<file path="config.mk">
export PLATFORM = sky130hd
export DESIGN_NAME = krvt_ctrl
export DESIGN_NICKNAME = d
export VERILOG_FILES = /design/src/hw/rtl/krvt_pkg.sv /design/src/hw/rtl/krvt_ctrl.sv
export SDC_FILE = /design/constraint.sdc
export NUM_CORES = 1
export LEC_CHECK = 0
export ABC_AREA = 1
export BUFFER_PORTS_ARGS = -buffer_cell sky130_fd_sc_hd__buf_2
export CORE_AREA = 3 3 40 42
export CTS_BUF_LIST = sky130_fd_sc_hd__clkbuf_4
export DETAILED_ROUTE_END_ITERATION = 10
export DIE_AREA = 0 0 43 45
export PLACE_DENSITY = 0.7
export SLEW_MARGIN = 20
export SYNTH_ARGS = -nofsm -noshare
export SYNTH_HDL_FRONTEND = slang
export SYNTH_SLANG_ARGS = --single-unit
</file>
<file path="constraint.sdc">
create_clock -name i_clk -period 2.2 [get_ports i_clk]
set_clock_uncertainty 0.05 [all_clocks]
set_input_delay 0.33 -clock i_clk [delete_from_list [all_inputs] [get_ports i_clk]]
set_output_delay 0.33 -clock i_clk [all_outputs]
set_load 0.005 [all_outputs]
</file>
<file path="src/hw/rtl/krvt_pkg.sv">
package krvt_pkg;

    localparam int DATA_W = 64;
    localparam int REG_IDX_W = 5;
    localparam int IMM_W = 20;
    localparam int LUI_SHIFT = 12;
    localparam logic [REG_IDX_W-1:0] REG_A0 = 5'd10;

    localparam logic [1:0] OP_EXEC  = 2'd0;
    localparam logic [1:0] OP_MERGE = 2'd1;
    localparam logic [1:0] OP_FRESH = 2'd2;
    localparam logic [1:0] OP_WRITE = 2'd3;

    localparam logic [3:0] OPC_ADDI  = 4'd0;
    localparam logic [3:0] OPC_LUI   = 4'd1;
    localparam logic [3:0] OPC_LD    = 4'd2;
    localparam logic [3:0] OPC_SD    = 4'd3;
    localparam logic [3:0] OPC_BEQ   = 4'd4;
    localparam logic [3:0] OPC_JAL   = 4'd5;
    localparam logic [3:0] OPC_JALR  = 4'd6;
    localparam logic [3:0] OPC_ECALL = 4'd7;
    localparam logic [3:0] OPC_ADD   = 4'd8;
    localparam logic [3:0] OPC_SUB   = 4'd9;
    localparam logic [3:0] OPC_MUL   = 4'd10;
    localparam logic [3:0] OPC_DIVU  = 4'd11;
    localparam logic [3:0] OPC_REMU  = 4'd12;
    localparam logic [3:0] OPC_SLTU  = 4'd13;

    // controller -> datapath
    typedef struct packed {
        logic load;       // capture the input beat
        logic fetch_a;    // latch operand a from the file
        logic fetch_b;    // latch operand b from the file
        logic mul_start;  // begin multiply
        logic mul_step;   // one partial product
        logic div_start;  // begin divide
        logic div_step;   // one quotient bit
        logic commit;     // apply the item to the file
        logic fresh_step; // clear one entry
        logic out_load;   // load the result register
    } t_cmd;

    // datapath -> controller
    typedef struct packed {
        logic [1:0] op;
        logic [3:0] opcode;
        logic       mul_done;
        logic       div_done;
        logic       fresh_done;
    } t_stat;

endpackage

</file>
<file path="src/hw/rtl/krvt_ctrl.sv">
module krvt_ctrl (
    input  logic             i_clk,
    input  logic             i_rst_n,
    input  logic             i_in_valid,
    output logic             o_in_ready,
    output logic             o_out_valid,
    input  logic             i_out_ready,
    input  krvt_pkg::t_stat  i_stat,
    output krvt_pkg::t_cmd   o_cmd
);

    localparam logic [3:0] S_IDLE  = 4'd0;
    localparam logic [3:0] S_RDA   = 4'd1;
    localparam logic [3:0] S_RDB   = 4'd2;
    localparam logic [3:0] S_OPS   = 4'd3;
    localparam logic [3:0] S_MUL   = 4'd4;
    localparam logic [3:0] S_DIV   = 4'd5;
    localparam logic [3:0] S_COMMIT= 4'd6;
    localparam logic [3:0] S_RDOUT = 4'd7;
    localparam logic [3:0] S_OUT   = 4'd8;
    localparam logic [3:0] S_FRESH = 4'd9;
    localparam logic [3:0] S_WAIT  = 4'd10;
    localparam logic [3:0] S_INIT  = 4'd11;

    logic [3:0] r_state, n_state;
    logic       r_out_valid, n_out_valid;

    assign o_in_ready  = (r_state == S_IDLE);
    assign o_out_valid = r_out_valid;

    always_comb begin
        n_state = r_state;
        n_out_valid = r_out_valid;
        o_cmd = '0;
        if (r_out_valid && i_out_ready) begin
            n_out_valid = 1'b0;
        end
        case (r_state)
            S_INIT: begin
                // clear the value RAM after reset
                o_cmd.fresh_step = 1'b1;
                if (i_stat.fresh_done) begin
                    n_state = S_IDLE;
                end
            end
            S_IDLE: begin
                if (i_in_valid) begin
                    o_cmd.load = 1'b1;
                    n_state = S_RDA;
                end
            end
            S_RDA: begin
                // operand a read was issued with the load
                o_cmd.fetch_a = 1'b1;
                n_state = S_RDB;
            end
            S_RDB: begin
                o_cmd.fetch_b = 1'b1;
                n_state = S_OPS;
            end
            S_OPS: begin
                if (i_stat.op == krvt_pkg::OP_FRESH) begin
                    n_state = S_FRESH;
                end else if (i_stat.op == krvt_pkg::OP_EXEC &&
                             i_stat.opcode == krvt_pkg::OPC_MUL) begin
                    o_cmd.mul_start = 1'b1;
                    n_state = S_MUL;
                end else if (i_stat.op == krvt_pkg::OP_EXEC &&
                             (i_stat.opcode == krvt_pkg::OPC_DIVU ||
                              i_stat.opcode == krvt_pkg::OPC_REMU)) begin
                    o_cmd.div_start = 1'b1;
                    n_state = S_DIV;
                end else begin
                    n_state = S_COMMIT;
                end
            end
            S_MUL: begin
                if (i_stat.mul_done) begin
                    n_state = S_COMMIT;
                end else begin
                    o_cmd.mul_step = 1'b1;
                end
            end
            S_DIV: begin
                o_cmd.div_step = 1'b1;
                if (i_stat.div_done) begin
                    n_state = S_COMMIT;
                end
            end
            S_COMMIT: begin
                o_cmd.commit = 1'b1;
                n_state = S_RDOUT;
            end
            S_FRESH: begin
                o_cmd.fresh_step = 1'b1;
                if (i_stat.fresh_done) begin
                    n_state = S_RDOUT;
                end
            end
            S_RDOUT: begin
                n_state = S_WAIT;
            end
            S_WAIT: begin
                n_state = S_OUT;
            end
            S_OUT: begin
                if (!r_out_valid || i_out_ready) begin
                    o_cmd.out_load = 1'b1;
                    n_out_valid = 1'b1;
                    n_state = S_IDLE;
                end
            end
            default: n_state = S_IDLE;
        endcase
    end

    always_ff @(posedge i_clk) begin
        if (!i_rst_n) begin
            r_state <= S_INIT;
            r_out_valid <= 1'b0;
        end else begin
            r_state <= n_state;
            r_out_valid <= n_out_valid;
        end
    end

endmodule

</file>
==> out/metrics.csv <==
stage,metric,value,unit
worst_setup_path,crit_required,1.82,ns
routing,via_per_inst,4.28,
sta,finalHoldViolCount,0,
die,die_area,1940,um^2
clock_network,root_buffer,clkbuf_4,
clock_network,cts_tree,done,
logic_synthesis,yosysSeqAreaShare,0.179,
sta,slew_headroom,0.793,
global_route,grt_pass1_vias,538,
clock_network,post_cts_resized,0,
die,ios,25,
power,p_per_area,1100,nW/um^2
placement,hpwl,1110,um
logic_synthesis,syn_area_per_cell,5.19,um^2
sta,slew_violations,0,
placement,globalplace.congestion,0.792,
sta,finalSetupTns,0,ns
worst_setup_path,path_cells,nor2_2 -> nand2_2 -> nor3_1 -> buf_2,
global_route,grt_antenna_before_repair,0,
worst_hold_path,hold_class,primary input to flop,
placement,io_buffers,24,
clock_network,cts_sinks,5,
routing,vias,646,
routing,antenna_left,0,
worst_setup_path,path_buf_inv,1,
logic_synthesis,synthTopCellsByArea,"nand2_1 20%, dfxtp_1 18%, inv_1 13%",
sta,tightest_slew,0.310,ns
worst_setup_path,cpPeakStageDelay,0.36,ns
sta,setup_viol,0,
placement,place_ws,0.736,ns
finish,drive_above_1_share,0.324,
finish,nets,150,
logic_synthesis,netlist.area_leader.share,0.201,
routing,route.detailed.drc,0,
worst_setup_path,crit_arrival,1.32,ns
worst_setup_path,end_kind,primary output,
sta,final.period_utilization,0.773,
sta,finalCriticalPeriod,1.70,ns
logic_synthesis,synth_area,561,um^2
clock_network,clk_pin_slew,0.04,ns
worst_setup_path,cp_max_fo,6,
sta,max_freq,0.588,GHz
die,row_count,13,
clock_network,cts_max_level,1,
worst_setup_path,setup.worst_path.start,r_state[3]$_SDFFE_PN1P_,
power,leakage,0.486,nW
die,core_area,1280,um^2
clock_network,cts_made_buffers,3,
logic_synthesis,synth_nets,121,
routing,wirelength,1280,um
sta,rsz0062_at_grt,false,
die,die_x,43,um
die,start_util,0.436,
worst_setup_path,path_class,flop to primary output,
worst_setup_path,critPathLaunchType,flop,
worst_setup_path,cp_slowest_cell,dfxtp_1,
worst_setup_path,crit_family,simple AND/OR/NAND/NOR gates,
clock_network,cts.path.max_buffers,2,
clock_network,post-cts-setup-buffer-count,0,
worst_hold_path,hp-start,i_rst_n,
die,die_h,45,um
logic_synthesis,ys_types,15,
logic_synthesis,ys_ff_latch,5,
logic_synthesis,yosys.area.top_type,nand2_1,
global_route,grt_pass1_wl,2110,um
clock_network,clkLatencyLatePin,0.23,ns
sta,setup_ws,0.500,ns
worst_setup_path,r2r_start,r_state[3]$_SDFFE_PN1P_,
global_route,grt_max_degree,7,
routing,dr.pass1.iters,4,
flow_run,cap_violations,0,
routing,wl_per_cell,8.47,um
logic_synthesis,netlist_instances,108,
status,outcome,finished clean,
sta,whs,0.281,ns
clock_network,hold_buffers,0,
global_route,grt_overflow,0,
logic_synthesis,ys_warn_count,0,
routing,drtIter0Drc,13,
finish,n_antenna_cell,0,
finish,syn2layout_area_growth,30.1,%
global_route,grt_util_all_layers,0.143,
power,peakVddDrop,0.632,mV
[cell usage after synthesis]
cell	instances
nor2_2	6
nand2_1	30
inv_1	20
a21boi_0	1
nor3_1	2
nor2_4	2
dfxtp_1	5
nor2_1	20
clkinv_1	1
inv_2	4
nand3b_1	2
o31ai_1	1
nand2_2	3
nand3_2	1
nand3_1	10
[cell usage in the layout, fill, tap and decap left out]
cell and instances:
nor3_1 2, inv_2 4, a21boi_0 1, nand3_2 1, nand2_1 30, nor2_1 20
clkbuf_4 4, inv_1 20, nand3_1 10, clkinv_1 1, dfxtp_1 5, nand2_2 3
o31ai_1 1, nor2_2 6, buf_2 24, nor2_4 2, nand3b_1 2
[cells by family (layout without fill, tap and decap cells)]
logic type	Yosys count	after routing	share of synthesized area
flops	5	5	0.179
simple gates	76	76	0.627
buf+inv	25	53	0.167
compound gates	2	2	0.0268
[area by class of cell]
class | instances | area, um^2
fillers | 144 | 556
multi-input cells | 78 | 367
repair buffers | 24 | 120
flip-flops and latches | 5 | 100
inverters | 25 | 93.8
clock buffers | 4 | 30.0
well taps | 15 | 18.8
[power by group]
part | internal, W | leakage [nW] | switching, W
clock network | 0.0000807 | 0.0184 | 0.0000345
logic | 0.000183 | 0.426 | 0.000312
registers | 0.000132 | 0.0416 | 0.0000599
total | 0.000395 | 0.486 | 0.000406
[flip-flops by register name, summed over array words and instances (netlist names)]
register	cells
r_state	4
o_out_valid	1
[per-layer routing]
| layer | vias up | wire length, um | GRT usage |
|---|---|---|---|
| met4 | 0 | 0 | 0.0361 |
| met3 | 0 | 82 | 0.0359 |
| met1 | 253 | 603 | 0.188 |
| met5 | - | 0 | 0 |
| li1 | 378 | - | - |
| met2 | 15 | 594 | 0.234 |
[path summary, 6_finish.rpt]
path                                                end  slack, ns  cells after the start
worst min-delay path            r_state[0]$_SDFFE_PN1P_       0.28                      2
worst max register to register  r_state[2]$_SDFFE_PN0P_       0.94                      7
worst max-delay path                           o_cmd[4]       0.50                      4
worst min register to register   o_out_valid$_SDFF_PN0_       0.50                      4
[stage by stage]
step | instances | utilization | area (um^2) | total power (W)
2_1_floorplan | 108 | - | 561 | 0.000562
3_3_place_gp | 147 | 0.544 | 699 | 0.000688
3_5_place_dp | 147 | 0.544 | 699 | 0.000693
4_1_cts | 151 | 0.568 | 729 | 0.000813
5_1_grt | 151 | 0.568 | 729 | 0.000902
6_report | 151 | 0.568 | 729 | 0.000802
Power figures use the tool's default switching activity.
